--- src/hw/rtl/mqsb_pkg.sv ---
package mqsb_pkg;

    localparam int NUM_QUEUES_DEF = 4;
    localparam int NUM_SLOTS_DEF  = 16;
    localparam int DATA_WIDTH_DEF = 32;

    localparam logic OP_PUSH = 1'b0;
    localparam logic OP_POP  = 1'b1;

    localparam logic [1:0] STATUS_DONE  = 2'd0;
    localparam logic [1:0] STATUS_FULL  = 2'd1;
    localparam logic [1:0] STATUS_EMPTY = 2'd2;

    typedef struct packed {
        logic               operation;
        logic [1:0]         queue_id;
        logic signed [31:0] push_value;
    } t_in_item;

    typedef struct packed {
        logic [1:0]         status;
        logic signed [31:0] pop_value;
    } t_out_item;

    // The queue number is already reduced, so it is below both 4 and the queue count.
    typedef struct packed {
        logic               is_pop;
        logic [1:0]         queue;
        logic signed [31:0] value;
    } t_cmd;

    typedef enum logic [1:0] {
        S_IDLE,
        S_ACCESS,
        S_FINISH
    } t_state;

endpackage

--- src/hw/rtl/multi_queue_shared_buffer.sv ---
// Channel   Direction  Handshake                Payload
// in        input      i_in_valid / o_in_ready  i_in_item   (operation, queue_id, push_value)
// out       output     o_out_valid / i_out_ready o_out_item (status, pop_value)
//
// Each item goes through the back end in order: a queue table read, the slot and link
// access, and the pointer update that loads the result register.
// An accepted item is registered in the two-entry command queue of the front end before the back end sees it.
// Reset is synchronous and needs no clearing pass; a fill mark stands in for the slot chain.
// The front end keeps accepting items while a result waits to be taken, until its queue fills.
module multi_queue_shared_buffer #(
    parameter int NUM_QUEUES = mqsb_pkg::NUM_QUEUES_DEF,
    parameter int NUM_SLOTS  = mqsb_pkg::NUM_SLOTS_DEF,
    parameter int DATA_WIDTH = mqsb_pkg::DATA_WIDTH_DEF
) (
    input  logic                i_clk,
    input  logic                i_rst_n,
    input  logic                i_in_valid,
    output logic                o_in_ready,
    input  mqsb_pkg::t_in_item  i_in_item,
    output logic                o_out_valid,
    input  logic                i_out_ready,
    output mqsb_pkg::t_out_item o_out_item
);

    logic           cmd_valid;
    logic           cmd_ready;
    mqsb_pkg::t_cmd cmd;

    mqsb_front #(.NUM_QUEUES(NUM_QUEUES)) u_front (
        .i_clk       (i_clk),
        .i_rst_n     (i_rst_n),
        .i_in_valid  (i_in_valid),
        .o_in_ready  (o_in_ready),
        .i_in_item   (i_in_item),
        .o_cmd_valid (cmd_valid),
        .i_cmd_ready (cmd_ready),
        .o_cmd       (cmd)
    );

    mqsb_back #(
        .NUM_QUEUES (NUM_QUEUES),
        .NUM_SLOTS  (NUM_SLOTS),
        .DATA_WIDTH (DATA_WIDTH)
    ) u_back (
        .i_clk       (i_clk),
        .i_rst_n     (i_rst_n),
        .i_cmd_valid (cmd_valid),
        .o_cmd_ready (cmd_ready),
        .i_cmd       (cmd),
        .o_out_valid (o_out_valid),
        .i_out_ready (i_out_ready),
        .o_out_item  (o_out_item)
    );

endmodule

--- src/hw/rtl/mqsb_ram.sv ---
module mqsb_ram #(
    parameter int WIDTH = 8,
    parameter int DEPTH = 16
) (
    input  logic                                   i_clk,
    input  logic                                   i_we,
    input  logic [((DEPTH > 1) ? $clog2(DEPTH) : 1)-1:0] i_waddr,
    input  logic [WIDTH-1:0]                       i_wdata,
    input  logic [((DEPTH > 1) ? $clog2(DEPTH) : 1)-1:0] i_raddr,
    output logic [WIDTH-1:0]                       o_rdata
);

    logic [WIDTH-1:0] r_mem [DEPTH];
    logic [WIDTH-1:0] r_rdata;

    always_ff @(posedge i_clk) begin
        if (i_we) begin
            r_mem[i_waddr] <= i_wdata;
        end
        r_rdata <= r_mem[i_raddr];
    end

    assign o_rdata = r_rdata;

endmodule

--- src/hw/rtl/mqsb_front.sv ---
module mqsb_front #(
    parameter int NUM_QUEUES = mqsb_pkg::NUM_QUEUES_DEF
) (
    input  logic              i_clk,
    input  logic              i_rst_n,
    input  logic              i_in_valid,
    output logic              o_in_ready,
    input  mqsb_pkg::t_in_item i_in_item,
    output logic              o_cmd_valid,
    input  logic              i_cmd_ready,
    output mqsb_pkg::t_cmd    o_cmd
);

    mqsb_pkg::t_cmd r_entry [2];
    logic           r_wr_ptr;
    logic           r_rd_ptr;
    logic [1:0]     r_count;
    logic           n_wr_ptr;
    logic           n_rd_ptr;
    logic [1:0]     n_count;
    logic           push_en;
    logic           pop_en;
    logic [1:0]     queue_red;
    mqsb_pkg::t_cmd new_cmd;

    always_comb begin
        queue_red = i_in_item.queue_id;
        for (int k = 0; k < 3; k++) begin
            if (int'(queue_red) >= NUM_QUEUES) begin
                queue_red = queue_red - 2'(NUM_QUEUES);
            end
        end
        new_cmd.is_pop = (i_in_item.operation == mqsb_pkg::OP_POP);
        new_cmd.queue  = queue_red;
        new_cmd.value  = i_in_item.push_value;
    end

    assign o_in_ready  = (r_count != 2'd2);
    assign o_cmd_valid = (r_count != 2'd0);
    assign o_cmd       = r_entry[r_rd_ptr];
    assign push_en     = i_in_valid && o_in_ready;
    assign pop_en      = o_cmd_valid && i_cmd_ready;

    always_comb begin
        n_wr_ptr = push_en ? ~r_wr_ptr : r_wr_ptr;
        n_rd_ptr = pop_en ? ~r_rd_ptr : r_rd_ptr;
        n_count  = r_count;
        if (push_en && !pop_en) begin
            n_count = r_count + 2'd1;
        end else if (pop_en && !push_en) begin
            n_count = r_count - 2'd1;
        end
    end

    always_ff @(posedge i_clk) begin
        if (!i_rst_n) begin
            r_wr_ptr <= 1'b0;
            r_rd_ptr <= 1'b0;
            r_count  <= 2'd0;
        end else begin
            r_wr_ptr <= n_wr_ptr;
            r_rd_ptr <= n_rd_ptr;
            r_count  <= n_count;
        end
    end

    always_ff @(posedge i_clk) begin
        if (push_en) begin
            r_entry[r_wr_ptr] <= new_cmd;
        end
    end

endmodule

--- src/hw/rtl/mqsb_back.sv ---
module mqsb_back #(
    parameter int NUM_QUEUES = mqsb_pkg::NUM_QUEUES_DEF,
    parameter int NUM_SLOTS  = mqsb_pkg::NUM_SLOTS_DEF,
    parameter int DATA_WIDTH = mqsb_pkg::DATA_WIDTH_DEF
) (
    input  logic                i_clk,
    input  logic                i_rst_n,
    input  logic                i_cmd_valid,
    output logic                o_cmd_ready,
    input  mqsb_pkg::t_cmd      i_cmd,
    output logic                o_out_valid,
    input  logic                i_out_ready,
    output mqsb_pkg::t_out_item o_out_item
);

    localparam int PW = $clog2(NUM_SLOTS + 1);
    localparam int SW = $clog2(NUM_SLOTS);
    localparam int QW = (NUM_QUEUES > 1) ? $clog2(NUM_QUEUES) : 1;
    localparam logic [PW-1:0] NULL_PTR = PW'(NUM_SLOTS);

    mqsb_pkg::t_state    r_state;
    mqsb_pkg::t_state    n_state;
    logic                r_is_pop;
    logic [QW-1:0]       r_queue;
    logic [DATA_WIDTH-1:0] r_value;
    logic [PW-1:0]       r_head;
    logic [PW-1:0]       r_tail;
    logic                r_ok;
    logic [PW-1:0]       r_free_head;
    logic [PW-1:0]       n_free_head;
    logic [PW-1:0]       r_fill;
    logic [PW-1:0]       n_fill;
    logic [NUM_QUEUES-1:0] r_qvalid;
    logic [NUM_QUEUES-1:0] n_qvalid;
    logic                r_out_valid;
    logic                n_out_valid;
    mqsb_pkg::t_out_item r_out_item;
    mqsb_pkg::t_out_item n_out_item;

    logic                start;
    logic [PW-1:0]       q_head;
    logic [PW-1:0]       q_tail;
    logic                access_ok;
    logic                fresh;
    logic [PW-1:0]       link_next;

    logic                qram_we;
    logic [2*PW-1:0]     qram_wdata;
    logic [2*PW-1:0]     qram_rdata;
    logic                link_we;
    logic [SW-1:0]       link_waddr;
    logic [PW-1:0]       link_wdata;
    logic [SW-1:0]       link_raddr;
    logic [PW-1:0]       link_rdata;
    logic                data_we;
    logic [DATA_WIDTH-1:0] data_rdata;

    mqsb_ram #(.WIDTH(2 * PW), .DEPTH(NUM_QUEUES)) u_queue_ram (
        .i_clk   (i_clk),
        .i_we    (qram_we),
        .i_waddr (r_queue),
        .i_wdata (qram_wdata),
        .i_raddr (QW'(i_cmd.queue)),
        .o_rdata (qram_rdata)
    );

    mqsb_ram #(.WIDTH(PW), .DEPTH(NUM_SLOTS)) u_link_ram (
        .i_clk   (i_clk),
        .i_we    (link_we),
        .i_waddr (link_waddr),
        .i_wdata (link_wdata),
        .i_raddr (link_raddr),
        .o_rdata (link_rdata)
    );

    mqsb_ram #(.WIDTH(DATA_WIDTH), .DEPTH(NUM_SLOTS)) u_data_ram (
        .i_clk   (i_clk),
        .i_we    (data_we),
        .i_waddr (SW'(r_free_head)),
        .i_wdata (r_value),
        .i_raddr (SW'(q_head)),
        .o_rdata (data_rdata)
    );

    assign o_cmd_ready = (r_state == mqsb_pkg::S_IDLE) && (!r_out_valid || i_out_ready);
    assign start       = i_cmd_valid && o_cmd_ready;
    assign q_head      = r_qvalid[r_queue] ? qram_rdata[2*PW-1:PW] : NULL_PTR;
    assign q_tail      = qram_rdata[PW-1:0];
    assign access_ok   = r_is_pop ? (q_head < NULL_PTR) : (r_free_head < NULL_PTR);
    assign link_raddr  = SW'(r_is_pop ? q_head : r_free_head);

    // Slots at or above the fill mark have no stored link; their next free slot is the following index.
    assign fresh     = (r_free_head >= r_fill);
    assign link_next = fresh ? (r_free_head + PW'(1)) : link_rdata;

    always_comb begin
        n_state     = r_state;
        n_free_head = r_free_head;
        n_fill      = r_fill;
        n_qvalid    = r_qvalid;
        n_out_valid = r_out_valid && !i_out_ready;
        n_out_item  = r_out_item;
        qram_we     = 1'b0;
        qram_wdata  = {r_head, r_tail};
        link_we     = 1'b0;
        link_waddr  = SW'(r_tail);
        link_wdata  = r_free_head;
        data_we     = 1'b0;
        case (r_state)
            mqsb_pkg::S_IDLE: begin
                if (start) begin
                    n_state = mqsb_pkg::S_ACCESS;
                end
            end
            mqsb_pkg::S_ACCESS: begin
                if (!r_is_pop && access_ok) begin
                    data_we = 1'b1;
                    if ((q_head < NULL_PTR) && (q_tail < NULL_PTR)) begin
                        link_we    = 1'b1;
                        link_waddr = SW'(q_tail);
                        link_wdata = r_free_head;
                    end
                end
                n_state = mqsb_pkg::S_FINISH;
            end
            mqsb_pkg::S_FINISH: begin
                n_out_valid          = 1'b1;
                n_out_item.status    = mqsb_pkg::STATUS_DONE;
                n_out_item.pop_value = '0;
                if (!r_ok) begin
                    n_out_item.status = r_is_pop ? mqsb_pkg::STATUS_EMPTY
                                                 : mqsb_pkg::STATUS_FULL;
                end else if (r_is_pop) begin
                    n_out_item.pop_value = 32'($signed(data_rdata));
                    link_we     = 1'b1;
                    link_waddr  = SW'(r_head);
                    link_wdata  = r_free_head;
                    n_free_head = r_head;
                    qram_we     = 1'b1;
                    qram_wdata  = {link_rdata, r_tail};
                    n_qvalid[r_queue] = 1'b1;
                end else begin
                    link_we     = 1'b1;
                    link_waddr  = SW'(r_free_head);
                    link_wdata  = NULL_PTR;
                    n_free_head = link_next;
                    if (fresh) begin
                        n_fill = r_free_head + PW'(1);
                    end
                    qram_we    = 1'b1;
                    qram_wdata = {((r_head < NULL_PTR) ? r_head : r_free_head), r_free_head};
                    n_qvalid[r_queue] = 1'b1;
                end
                n_state = mqsb_pkg::S_IDLE;
            end
            default: begin
                n_state = mqsb_pkg::S_IDLE;
            end
        endcase
    end

    always_ff @(posedge i_clk) begin
        if (!i_rst_n) begin
            r_state     <= mqsb_pkg::S_IDLE;
            r_free_head <= '0;
            r_fill      <= '0;
            r_qvalid    <= '0;
            r_out_valid <= 1'b0;
        end else begin
            r_state     <= n_state;
            r_free_head <= n_free_head;
            r_fill      <= n_fill;
            r_qvalid    <= n_qvalid;
            r_out_valid <= n_out_valid;
        end
    end

    always_ff @(posedge i_clk) begin
        r_out_item <= n_out_item;
        if (start) begin
            r_is_pop <= i_cmd.is_pop;
            r_queue  <= QW'(i_cmd.queue);
            r_value  <= DATA_WIDTH'($unsigned(i_cmd.value));
        end
        if (r_state == mqsb_pkg::S_ACCESS) begin
            r_head <= q_head;
            r_tail <= q_tail;
            r_ok   <= access_ok;
        end
    end

    assign o_out_valid = r_out_valid;
    assign o_out_item  = r_out_item;

endmodule
--- config.mk ---
export PLATFORM = sky130hd
export DESIGN_NAME = multi_queue_shared_buffer
export DESIGN_NICKNAME = d
export VERILOG_FILES = /design/src/hw/rtl/mqsb_pkg.sv /design/src/hw/rtl/multi_queue_shared_buffer.sv /design/src/hw/rtl/mqsb_ram.sv /design/src/hw/rtl/mqsb_front.sv /design/src/hw/rtl/mqsb_back.sv
export SDC_FILE = /design/constraint.sdc
export NUM_CORES = 1
export LEC_CHECK = 0
export BUFFER_PORTS_ARGS = -buffer_cell sky130_fd_sc_hd__buf_2
export CORE_MARGIN = 3
export CORE_UTILIZATION = 55
export CTS_BUF_LIST = sky130_fd_sc_hd__clkbuf_8
export DETAILED_ROUTE_END_ITERATION = 8
export GPL_ROUTABILITY_DRIVEN = 1
export GPL_TIMING_DRIVEN = 0
export PLACE_DENSITY = 0.71
export SYNTH_ARGS = -nofsm -noshare
export SYNTH_HDL_FRONTEND = slang
export SYNTH_SLANG_ARGS = --single-unit
--- constraint.sdc ---
create_clock -name i_clk -period 5.5 [get_ports i_clk]
set_input_delay 0.825 -clock i_clk [delete_from_list [all_inputs] [get_ports i_clk]]
set_output_delay 0.825 -clock i_clk [all_outputs]
set_load 0.02 [all_outputs]
# --- After elaboration in Yosys (flattened, before gate mapping) ---
# Memories as Yosys holds them, arrays and structs flattened. A register that Yosys moved wholly into a read port is not among the register bits.
# Cells that the tools add are included.
# Widths: inputs -> output; s select.
totals:
  reg_bits: 101
  ramBits: 702
  wordCells: 103
  memories: 4
mem_list:
  columns: ["memory", "words", "width", "rd", "rd_clocked_by_memory_dff", "write_ports", "line", "text"]
  rows:
  - ["u_back.u_data_ram.r_mem", 16, 32, 1, 1, 1, "mqsb_ram.sv:13", "logic [WIDTH-1:0] r_mem [DEPTH];"]
  - ["u_back.u_link_ram.r_mem", 16, 5, 1, 1, 1, "mqsb_ram.sv:13", null]
  - ["u_front.r_entry", 2, 35, 1, 1, 1, "mqsb_front.sv:14", "mqsb_pkg::t_cmd r_entry [2];"]
  - ["u_back.u_queue_ram.r_mem", 4, 10, 1, 1, 1, "mqsb_ram.sv:13", null]
classes:
  n_addsub: 3
  n_lt_le_gt_ge: 7
  eq_ne: 4
  n_mux: 44
  bitwise_logic: 4
  reduce_logical: 21
op_table:
  columns: ["operator", "count"]
  rows:
  - ["$mux 5", 7]
  - ["$mux 10", 3]
  - ["$lt 5x5->1 const B", 4]
  - ["$mux 1", 20]
  - ["$mux 4", 5]
  - ["$logic_and 1x1->1", 9]
  - ["$mux 2", 4]
  - ["$pmux 4 s2", 1]
  - ["$add 5x1->5 const B", 1]
  - ["$ge 5x5->1", 1]
  - ["$logic_not 1->1", 5]
  - ["$ne 2x2->1 const B", 2]
  - ["$or 4x4->4", 1]
  - ["$pmux 2 s2", 1]
  - ["$reduce_and 2->1", 2]
  - ["$reduce_and 4->1", 1]
  - ["$reduce_bool 2->1", 2]
  - ["$lt 2x3->1 const B", 1]
  - ["$not 1->1", 3]
  - ["$add 2x1->2 const B", 1]
  - ["$bmux 1 s2", 1]
  - ["$demux 1 s2", 1]
  - ["$eq 2x1->1 const B", 1]
  - ["$eq 2x2->1 const B", 1]
  - ["other kinds (5)", 5]

# --- Logic depth before layout (Yosys ltp) ---
# Gate-level depths: netlist (run 1).
depth:
  word_depth: 10
  depth_mapped: 10
  depth_no_buf: 8

# --- By module ---
# A second synthesis (run 1) with hierarchy kept.
hier_totals:
  hier_cells: 1524
  hier_area_um2: 31636.6
by_module_without_submodules:
  columns: ["mod", "n_inst", "cells_per_inst", "area_each_um2"]
  rows:
  - ["mqsb_ram at u_back.u_data_ram", 1, 838, 19835.3]
  - ["mqsb_back", 1, 332, 4147.7]
  - ["mqsb_ram at u_back.u_link_ram", 1, 155, 3213.1]
  - ["mqsb_front", 1, 133, 2766.4]
  - ["mqsb_ram at u_back.u_queue_ram", 1, 66, 1674.1]

# --- Worst setup path before layout (run 1) ---
# No wires, ideal clock.
synth_timing:
  kind: "register -> register"
  start: "register u_back.r_state[1]"
  end: "memory u_back.u_data_ram.r_mem[0][0] in the netlist's numbering (enable)"
  setup_ps: 461
  arrival_ps: 3694
  required_time_ps: 5039
  path_slack_ps: 1345
  path_stages_with_launch: 7
  synth_period_minus_slack_ps: 4155
  path_cell_list: "dfxtp_1 > inv_1 > ha_1 > inv_1 > nor3_1 > nand2_1 > nor3_1"
synth_between:
  elab_chain_len: 4
synth_lines:
  columns: ["item", "line", "text"]
  rows:
  - ["start, declared", "mqsb_back.sv:21", "mqsb_pkg::t_state r_state;"]
  - ["start signal, assigned", "mqsb_back.sv:164", "r_state <= mqsb_pkg::S_IDLE;"]
  - ["start signal, assigned", "mqsb_back.sv:170", "r_state <= n_state;"]
  - ["$eq 2x1->1", "mqsb_back.sv:109", "case (r_state)"]
  - ["$mux 1", "mqsb_back.sv:109", null]
  - ["$mux 1", "mqsb_ram.sv:17", "if (i_we) begin"]
  - ["$mux 1 (implied by the code)", "mqsb_ram.sv:18", "r_mem[i_waddr] <= i_wdata;"]
  - ["end, declared", "mqsb_ram.sv:13", null]
# Every way passes these cells.

# --- Final worst setup path (run 1) ---
layout_timing:
  start: "register u_back.r_is_pop"
  end: "memory u_back.u_data_ram.r_mem[0][18] in the netlist's numbering (enable)"
layout_between:
  elab_chain_len: 6
  elab_cells_between_ends: 7
layout_lines:
  columns: ["item", "line", "text"]
  rows:
  - ["start, declared", "mqsb_back.sv:23", "logic r_is_pop;"]
  - ["start signal, assigned", "mqsb_back.sv:181", "r_is_pop <= i_cmd.is_pop;"]
  - ["$mux 1 / $logic_not 1->1 (equally long branches)", "mqsb_back.sv:89, mqsb_back.sv:116", null]
  - ["$logic_and 1x1->1 *", "mqsb_back.sv:116", "if (!r_is_pop && access_ok) begin"]
  - ["$mux 1 *", "mqsb_back.sv:116", null]
  - ["$mux 1 *", "mqsb_back.sv:109", null]
  - ["$mux 1 *", "mqsb_ram.sv:17", null]
  - ["$mux 1 (implied by the code) *", "mqsb_ram.sv:18", null]
# Every way passes the cells marked *; elsewhere a longest branch is shown, timed or not.

==> impl_summary.md, run 1 <==
Layout
The count of filler cells inserted in the layout is about 4300. The fraction of final layout cells sized beyond drive strength 1 is 0.1928. The finished layout holds roughly 3300 standard cells, fillers aside. The area growth from synthesis to final layout is 13.65%. The number of antenna diodes in the final layout is 0. The final layout contains 2457 nets. The final non-filler cell area is about 0.038 sq mm.

Hold path
The path class of the tightest hold or removal check is in -> reg. The beginning of the worst hold path is i_in_item[25].

Detailed routing
The mean routed wirelength per cell is approximately 24 um. The total via count in the routed design is between 15000 and 20000. The post-detailed-route DRC marker count is 0. Using the TritonRoute via totals, the vias-per-cell ratio works out to between 5 and 6. The number of nets still failing antenna checks after routing is 0. The detailed router's first-iteration violation count is roughly 2100. The final wirelength is about 78000 um. For this run, the detailed router's first-pass iteration total came to 6.

Critical path
The data arrival time at the worst-slack endpoint is roughly 4500 ps. The data required time at the worst endpoint is about 6000 ps. STA classifies the critical path startpoint as a register. Walking the worst path, the cells encountered are clkbuf_1 > buf_1 > clkbuf_1 > nor3_1 > nand2_1 > nor3_2 > buf_6 > buf_6.

The critical register-to-register path startpoint is u_back.r_is_pop. For this design, the slowest cell found on the critical path is sky130_fd_sc_hd__nor3_2. In this run the worst setup path begins at u_back.r_is_pop. By startpoint and endpoint, the worst setup path is classified as reg -> reg. In this design, the stage delay of the slowest critical-path cell is 900 ps.

The critical path's top delay family is simple AND/OR/NAND/NOR gates. Of all nets on the critical path, the largest fanout is 10. The critical path buffer and inverter count is 5. The type of element capturing the critical path is a register.

Synth
For this run, asynchronously set or reset flops after synthesis account for 0. The Yosys step of the flow raised 0 warnings. The number of nets in the synthesized netlist is 2215.

The count of flip-flops with a built-in enable after synthesis is 782. Dividing the synthesized area by the synthesized cell count gives around 15 sq um. After technology mapping, the gate count stands at around 2200. The share of the Yosys chip area taken by registers is 0.7535. Counting flops and latches in the post-synthesis netlist gives between 800 and 900. The distinct cell type count of the synthesized netlist is 64. The cell area that synthesis handed to floorplanning was approximately 0.033 sq mm.

The most used flip-flop cell after synthesis is sky130_fd_sc_hd__edfxtp_1.

Clock network
After clock tree synthesis, the clock-pin slew on the worst setup and hold paths is 60 ps. The number of clock buffers added by TritonCTS is around 140. The number of buffers inserted by post-CTS setup repair is 0. The clock tree from TritonCTS is done. The cell sitting at the root of the clock tree is a sky130_fd_sc_hd__clkbuf_8. The longest clock path from root to sink contains 3 buffers. The number of hold buffers added after CTS was 0.

The clock insertion delay at the later pin of the skew report is roughly 770 ps. Once the clock tree was built, the resizer swapped 0 gates to a different size. The clock net in this run drives a total of between 800 and 900 sinks. In this run the number of H-tree levels came out at 4.

Power and ir drop
The power per standard cell area is 442.8 mW/mm^2. The largest vdd supply drop is about 0.00031 V. The analysis attributes to cell leakage a power of ~13 nW. The completed layout was analyzed and its total power is ~17 mW.

STA
Setup violations remaining at the end of the flow were counted as 0. At the pin with the least slew margin, the transition time is 1352 ps. The clock arrives with about 27 ps of skew.

The shortest period the worst path allows is 4018 ps. The number of max-slew violations in the final report is 0. Setup repair after global routing left no endpoint under its margin. The maximum frequency from static timing analysis is between 200 and 250 MHz.

Across all hold checks on the routed design, the worst slack comes to roughly 240 ps. The final count of hold timing violations came to 0. In this run the tightest slew margin relative to its limit is 0.08912. Of the available clock period, the critical path in the final layout requires 0.7306.

Placed design
After detailed placement, the design holds a cell count of around 3000. The count of buffers inserted at the top-level ports is between 70 and 80. The congestion estimate from routability-driven global placement came to between 0.8 and 0.9. The wire-length estimate of the detail-placed layout is between 50000 and 60000 um. The standard cell area after detailed placement is 0.03499 sq mm.

GRT
For met2 alone, demand over resource in global routing was 0.4100. The layer carrying the most global-route usage is met2. The leftover overflow at the end of global routing is 0. The first global-routing pass estimated about 120000 um of wire. The met3 track utilization from global routing is 0.05380. The via count of the first global-routing pass is between 15000 and 20000.

For met1 alone, demand over resource in global routing was 0.3332. The pin count of the biggest net entering global routing is 31. The global-route usage over all layers is 0.2515. The initial antenna violation count is 0.

Outcome
The run finished with clean final reports.

Floorplan
The count of boundary I/O pins is 75. The initial utilization of the core area, before any placement, comes to 0.5570. The floorplan step defined a core boundary enclosing around 0.06 sq mm. The die boundary height is around 250 um. The floorplan die width is between 200 and 300 um.

The number of placement rows is between 80 and 90. The total die area is 0.06297 sq mm.

Flow run
The max-capacitance violation count is 0.
-- logic make-up after synthesis --
kind of cell,count (synthesis),synth area share
fa+ha+maj,14,0.005308
mux,200,0.06741
simple gates,608,0.08133
flops,851,0.7535
compound gates,337,0.07280
xor+xnor,7,0.001858
buf+inv,145,0.01782
-- worst reg2reg max path, delay by kind of cell (launching register included) --
family                 cells  cell delay, ps
buffers and inverters      5            1490
AND/OR/NAND/NOR            3            1830
flip-flops                 1             390
-- flip-flops by register name (all words and copies together) (netlist names), 10 cells and up, named ones only --
register,flops
u_back.o_out_item,34
u_back.u_queue_ram.o_rdata,10
u_front.r_entry,70
u_back.u_link_ram.r_mem,80
u_back.u_data_ram.r_mem,512
u_back.r_value,32
u_back.u_data_ram.o_rdata,32
u_back.u_queue_ram.r_mem,40
-- Yosys cell counts (all sizes together), types with 3 or more instances --
| master | instances | area share |
|---|---|---|
| and3 | 46 | 0.0087 |
| nand3 | 42 | 0.0064 |
| ha | 14 | 0.0053 |
| o22ai | 8 | 0.0015 |
| a211oi | 4 | 0.00091 |
| nand4 | 3 | 0.00057 |
| nor2 | 177 | 0.020 |
| a221oi | 45 | 0.012 |
| clkbuf | 90 | 0.010 |
| xor2 | 5 | 0.0013 |
| and2b | 4 | 0.00091 |
| mux2i | 31 | 0.0094 |
| nand2b | 10 | 0.0019 |
| edfxtp | 782 | 0.71 |
| a21o | 33 | 0.0075 |
| a31oi | 12 | 0.0027 |
| a222oi | 5 | 0.0015 |
| o221ai | 32 | 0.0085 |
| nor3 | 16 | 0.0024 |
| a32o | 3 | 0.00091 |
| o211a | 4 | 0.0012 |
| inv | 19 | 0.0022 |
| nand2 | 248 | 0.028 |
| o21ai | 52 | 0.0079 |
| a2111oi | 4 | 0.0011 |
| a221o | 31 | 0.0094 |
| and2 | 7 | 0.0013 |
| mux2 | 168 | 0.057 |
| buf | 35 | 0.0053 |
| a21oi | 87 | 0.013 |
| nor2b | 47 | 0.0089 |
| dfxtp | 69 | 0.042 |
-- metal layers --
layer / vias up / wire, um / share of wire
met5: - / 0 / 0
met4: 0 / 2499 / 0.032
met3: 162 / 6378 / 0.082
met2: 956 / 38000 / 0.49
met1: 9589 / 31280 / 0.40
li1: 8736 / - / -
-- through the flow --
| stage | setup slack, ps | setup TNS [ps] | util |
|---|---|---|---|
| final | 1482 | 0 | 0.6331 |
| after global routing | 1349 | 0 | 0.6331 |
| after CTS | 1457 | 0 | 0.6330 |
| after detailed placement | 1480 | 0 | 0.5906 |
| after global placement | -1420 | -173780 | 0.5796 |
| after floorplan | 1345 | 0 | - |
-- path summary, 6_finish.rpt --
| path | end | slack (ps) | cells after the start |
|---|---|---|---|
| worst max-delay path | u_back.u_data_ram.r_mem[0][18] | 1480 | 8 |
| worst min-delay path | u_front.r_entry[0][25] | 240 | 1 |
| worst min register to register | u_back.r_tail[4] | 470 | 0 |
| worst max register to register | u_back.u_data_ram.r_mem[0][18] | 1480 | 8 |
-- layout make-up --
type	count	area [sq um]	area share
Multi-Input combinational cell	1166	7681	0.2048
Inverter	20	75.07	0.002002
Clock inverter	95	462.9	0.01234
Sequential cell	851	24860	0.6630
Clock buffer	149	2051	0.05468
Tap cell	773	967.2	0.02579
Timing Repair Buffer	104	889.6	0.02372
Buffer	125	513.0	0.01368
-- placed cells by master (no fill, tap or decap), types with 5 or more instances in the layout --
cell,count
sky130_fd_sc_hd__a31oi_1,11
sky130_fd_sc_hd__clkinv_2,12
sky130_fd_sc_hd__a21oi_1,87
sky130_fd_sc_hd__nand3_1,42
sky130_fd_sc_hd__nand2_1,247
sky130_fd_sc_hd__buf_16,5
sky130_fd_sc_hd__ha_1,13
sky130_fd_sc_hd__and3_1,45
sky130_fd_sc_hd__nor3_1,11
sky130_fd_sc_hd__nor3_2,5
sky130_fd_sc_hd__clkinvlp_4,5
sky130_fd_sc_hd__xor2_1,5
sky130_fd_sc_hd__a222oi_1,5
sky130_fd_sc_hd__inv_1,67
sky130_fd_sc_hd__nor2_1,163
sky130_fd_sc_hd__clkbuf_1,89
sky130_fd_sc_hd__a221oi_1,45
sky130_fd_sc_hd__nor2b_1,47
sky130_fd_sc_hd__buf_12,12
sky130_fd_sc_hd__o221ai_1,32
sky130_fd_sc_hd__edfxtp_1,782
sky130_fd_sc_hd__nor2_4,13
sky130_fd_sc_hd__buf_1,25
sky130_fd_sc_hd__nand2b_1,10
sky130_fd_sc_hd__clkbuf_8,149
sky130_fd_sc_hd__clkinv_1,23
sky130_fd_sc_hd__o21ai_0,51
sky130_fd_sc_hd__buf_2,80
sky130_fd_sc_hd__mux2i_1,31
sky130_fd_sc_hd__a21o_1,33
sky130_fd_sc_hd__dfxtp_1,69
sky130_fd_sc_hd__mux2_2,168
sky130_fd_sc_hd__o22ai_1,8
sky130_fd_sc_hd__and2_1,7
sky130_fd_sc_hd__a221o_1,31
sky130_fd_sc_hd__buf_6,13
-- power by group --
part           total (mW)  internal (mW)  switching [mW]  leakage [nW]
Sequential           8.74           8.17           0.577          7.62
Combinational        2.91          0.989            1.92          3.75
Clock                4.96           2.58            2.37          1.47
Total                16.6           11.7            4.87          12.8
Note: power is estimated with default switching activity, not from simulation.
==> run 2: changes to the inputs <==
Clock period 5.5 ns to 3.8 ns, I/O delays scaled along.
==> impl_summary.md, run 2 (synthesized netlist as in run 1, its figures left out) <==
GRT
The met3 track utilization from global routing is 0.05028 (was 0.05380). The first-pass GRT wire length is 119900 um (was 117600 um). The initial antenna violation count is 1 (was 0).

The leftover overflow at the end of global routing was 0 (unchanged). The pin count of the biggest net entering global routing came to 32 (was 31). The met1 track demand over resource in global routing came to 0.3348 (was 0.3332). The global-route usage over all layers is 0.2565 (was 0.2515). The via count of the first global-routing pass is 20272 (was 19694). The layer carrying the most global-route usage is met2 (unchanged).

The met2 global-route usage was 0.4201 (was 0.4100).

Critical path
The type of element launching the critical path is a register (unchanged). The maximum fanout count along the critical path was 10 (unchanged). The data arrival time at the worst-slack endpoint is 4310 ps (was 4490 ps). The start-to-end type of the worst setup path was reg -> reg (unchanged). The data required time at the worst endpoint is 4450 ps (was 5970 ps).

The register-to-register setup slack is 140 ps (was 1480 ps). The type of element capturing the critical path is a register (unchanged).

Layout
Commonest cells after routing, fill and taps aside: 782 x sky130_fd_sc_hd__edfxtp_1, 247 x sky130_fd_sc_hd__nand2_1, 168 x sky130_fd_sc_hd__mux2_2 (unchanged). The flip-flop count of the largest register after layout came to 512 (unchanged). The register with the most flip-flops was u_back.u_data_ram.r_mem (unchanged).

The fraction of final layout cells sized beyond drive strength 1 is 0.1892 (was 0.1928). The area growth from synthesis to final layout was 14.87% (was 13.65%). The final non-filler cell area is 0.03791 sq mm (was 0.03750 sq mm). The most frequent standard cell in the layout excluding fill and tap cells is sky130_fd_sc_hd__edfxtp_1 (unchanged). The net count reported at finish was 2493 (was 2457). Top Registers: u_back.u_data_ram.r_mem x512, u_back.u_link_ram.r_mem x80, u_front.r_entry x70 (unchanged).

STA
The final critical-path share of the clock period came to 0.9634 (was 0.7306). The shortest period the worst path allows is 3661 ps (was 4018 ps). The final count of hold timing violations is 0 (unchanged). Setup repair after global routing missed its margin: false (unchanged). The number of max-slew violations in the final report is 0 (unchanged). The count of endpoints failing setup in the final report came to 0 (unchanged). The transition time at the pin with the least slew margin is 1342 ps (was 1352 ps).

The maximum frequency from static timing analysis is 273.2 MHz (was 248.9 MHz). The worst clock skew on the final layout was 28.19 ps (was 26.57 ps). The relative max-transition margin is 0.09591 (was 0.08912).

The final hold slack came to 116.0 ps (was 236.4 ps).

Detailed routing
The number of nets still failing antenna checks after routing is 0 (unchanged). The final wirelength is 80530 um (was 78160 um). The post-detailed-route DRC marker count is 0 (unchanged). The total via count in the routed design came to 19887 (was 19443). The mean routed wirelength per cell was 24.32 um (was 23.81 um). The detailed router's first-iteration violation count is 2067 (was 2096). The post-detailed-route via-to-cell ratio is 6.006 (was 5.922). The count of TritonRoute iterations in the first routing pass is 6 (unchanged).

Clock network
The clock tree from TritonCTS is done (unchanged). The number of buffers created by CTS is 137 (was 136). The clock insertion delay at the later pin of the skew report is 770 ps (about the same).

The clock-pin transition on the worst setup and hold timing paths is 60 ps (about the same). The buffer cell driving the clock tree root is sky130_fd_sc_hd__clkbuf_8 (unchanged). The number of sinks on the clock net is 851 (unchanged). The maximum count of clock buffers along a single path came to 3 (unchanged). The depth of the CTS H-tree was 4 (unchanged).

Floorplan
The effective utilization at floorplan is 0.5570 (unchanged). The total die area is 0.06297 sq mm (unchanged). The count of boundary I/O pins is 75 (unchanged). The number of placement rows came to 89 (unchanged). The floorplan die width is 250.9 um (unchanged). The total core area is 0.05924 sq mm (unchanged). The die boundary height is 250.9 um (unchanged).

Power and ir drop
The leakage component of the power is 12.97 nW (was 12.84 nW). The largest vdd supply drop is 0.0003953 V (was 0.0003134 V). The power per standard cell area is 633.1 mW/mm^2 (was 442.8 mW/mm^2).

Placed design
The HPWL after detailed placement came to 51450 um (was 50780 um). The last weighted congestion value of the routability-driven placer is 0.8623 (was 0.8796). The count of buffers inserted at the top-level ports is 74 (unchanged). The standard cell area after detailed placement is 0.03506 sq mm (was 0.03499 sq mm).

Hold path
The class of the worst hold path is in -> reg (unchanged).

Outcome
Run status: finished clean (unchanged).

Flow run
The max-capacitance violation count is 0 (unchanged).
-- run 2: changes by cell type in the layout (fill, tap and decap cells not counted), sizes merged --
cell / previous run / this run
clkinvlp: 5 / 6
dlygate4sd3: 0 / 35
clkbuf: 239 / 238
bufinv: 2 / 1
inv: 73 / 76
diode: 0 / 1
clkinv: 35 / 25
-- run 2: worst max-delay path, cell delays in order, from the launching register on --
cell and delay (ps):
sky130_fd_sc_hd__dfxtp_1 340, sky130_fd_sc_hd__clkbuf_1 730, sky130_fd_sc_hd__nand2_2 410, sky130_fd_sc_hd__inv_2 140, sky130_fd_sc_hd__clkbuf_1 510, sky130_fd_sc_hd__buf_1 710
sky130_fd_sc_hd__nand2_1 110, sky130_fd_sc_hd__nand3_1 110, sky130_fd_sc_hd__o221ai_1 130, sky130_fd_sc_hd__nor2_1 350
-- run 2: metrics by stage --
step | worst slack (ps) | utilization | TNS (ps) | cells | power [mW]
final | 139.2 | 0.6399 | 0 | 3311 | 24.00
after CTS | 1.620 | 0.6389 | 0 | 3305 | 24.08
after global routing | 14.89 | 0.6399 | 0 | 3311 | 24.92
after global placement | -1875 | 0.5799 | -899290 | 3009 | 16.73
after detailed placement | -197.6 | 0.5918 | -3151 | 3034 | 17.03
after floorplan | 513.2 | - | 0 | 2162 | 15.10
-- run 2: routing by layer --
layer / vias up / wire (um)
met5: - / 0
met3: 185 / 6168
met2: 1021 / 39290
li1: 8805 / -
met1: 9876 / 31860
met4: 0 / 3216
-- run 2: final cells by class --
type / instances / area, sq um
timing repair buffer: 139 / 1338
sequential: 851 / 24860
antenna: 1 / 2.502
multi-input combinational: 1166 / 7709
buffer: 125 / 515.5
clock inverter: 88 / 399.1
tap: 773 / 967.2
fill: 4219 / 21340
inverter: 20 / 75.07
clock buffer: 148 / 2037
-- run 2: power breakdown --
group / switching [mW] / total (mW) / internal, mW
combinational: 2.79 / 4.26 / 1.47
sequential: 0.842 / 12.7 / 11.8
clock: 3.44 / 7.07 / 3.63
total: 7.07 / 24.0 / 16.9
-- run 2: worst paths after layout --
kind | startpoint | to | cells past startpoint
setup / recovery | u_back.u_queue_ram.o_rdata[5] | u_back.u_data_ram.o_rdata[21] | 9
hold / removal | i_rst_n | u_back.r_qvalid[3] | 2
setup reg to reg | u_back.u_queue_ram.o_rdata[5] | u_back.u_data_ram.o_rdata[21] | 9
hold reg to reg | u_back.u_queue_ram.o_rdata[4] | u_back.r_tail[4] | 0
-- run 2: what timing repair did --
item	4_1_cts	5_1_grt
setup buffers	0	5
resized for setup	1	6
endpoints found under the hold margin	70	0
setup endpoints to repair	16	98
pin swaps	0	5
hold buffers	35	0
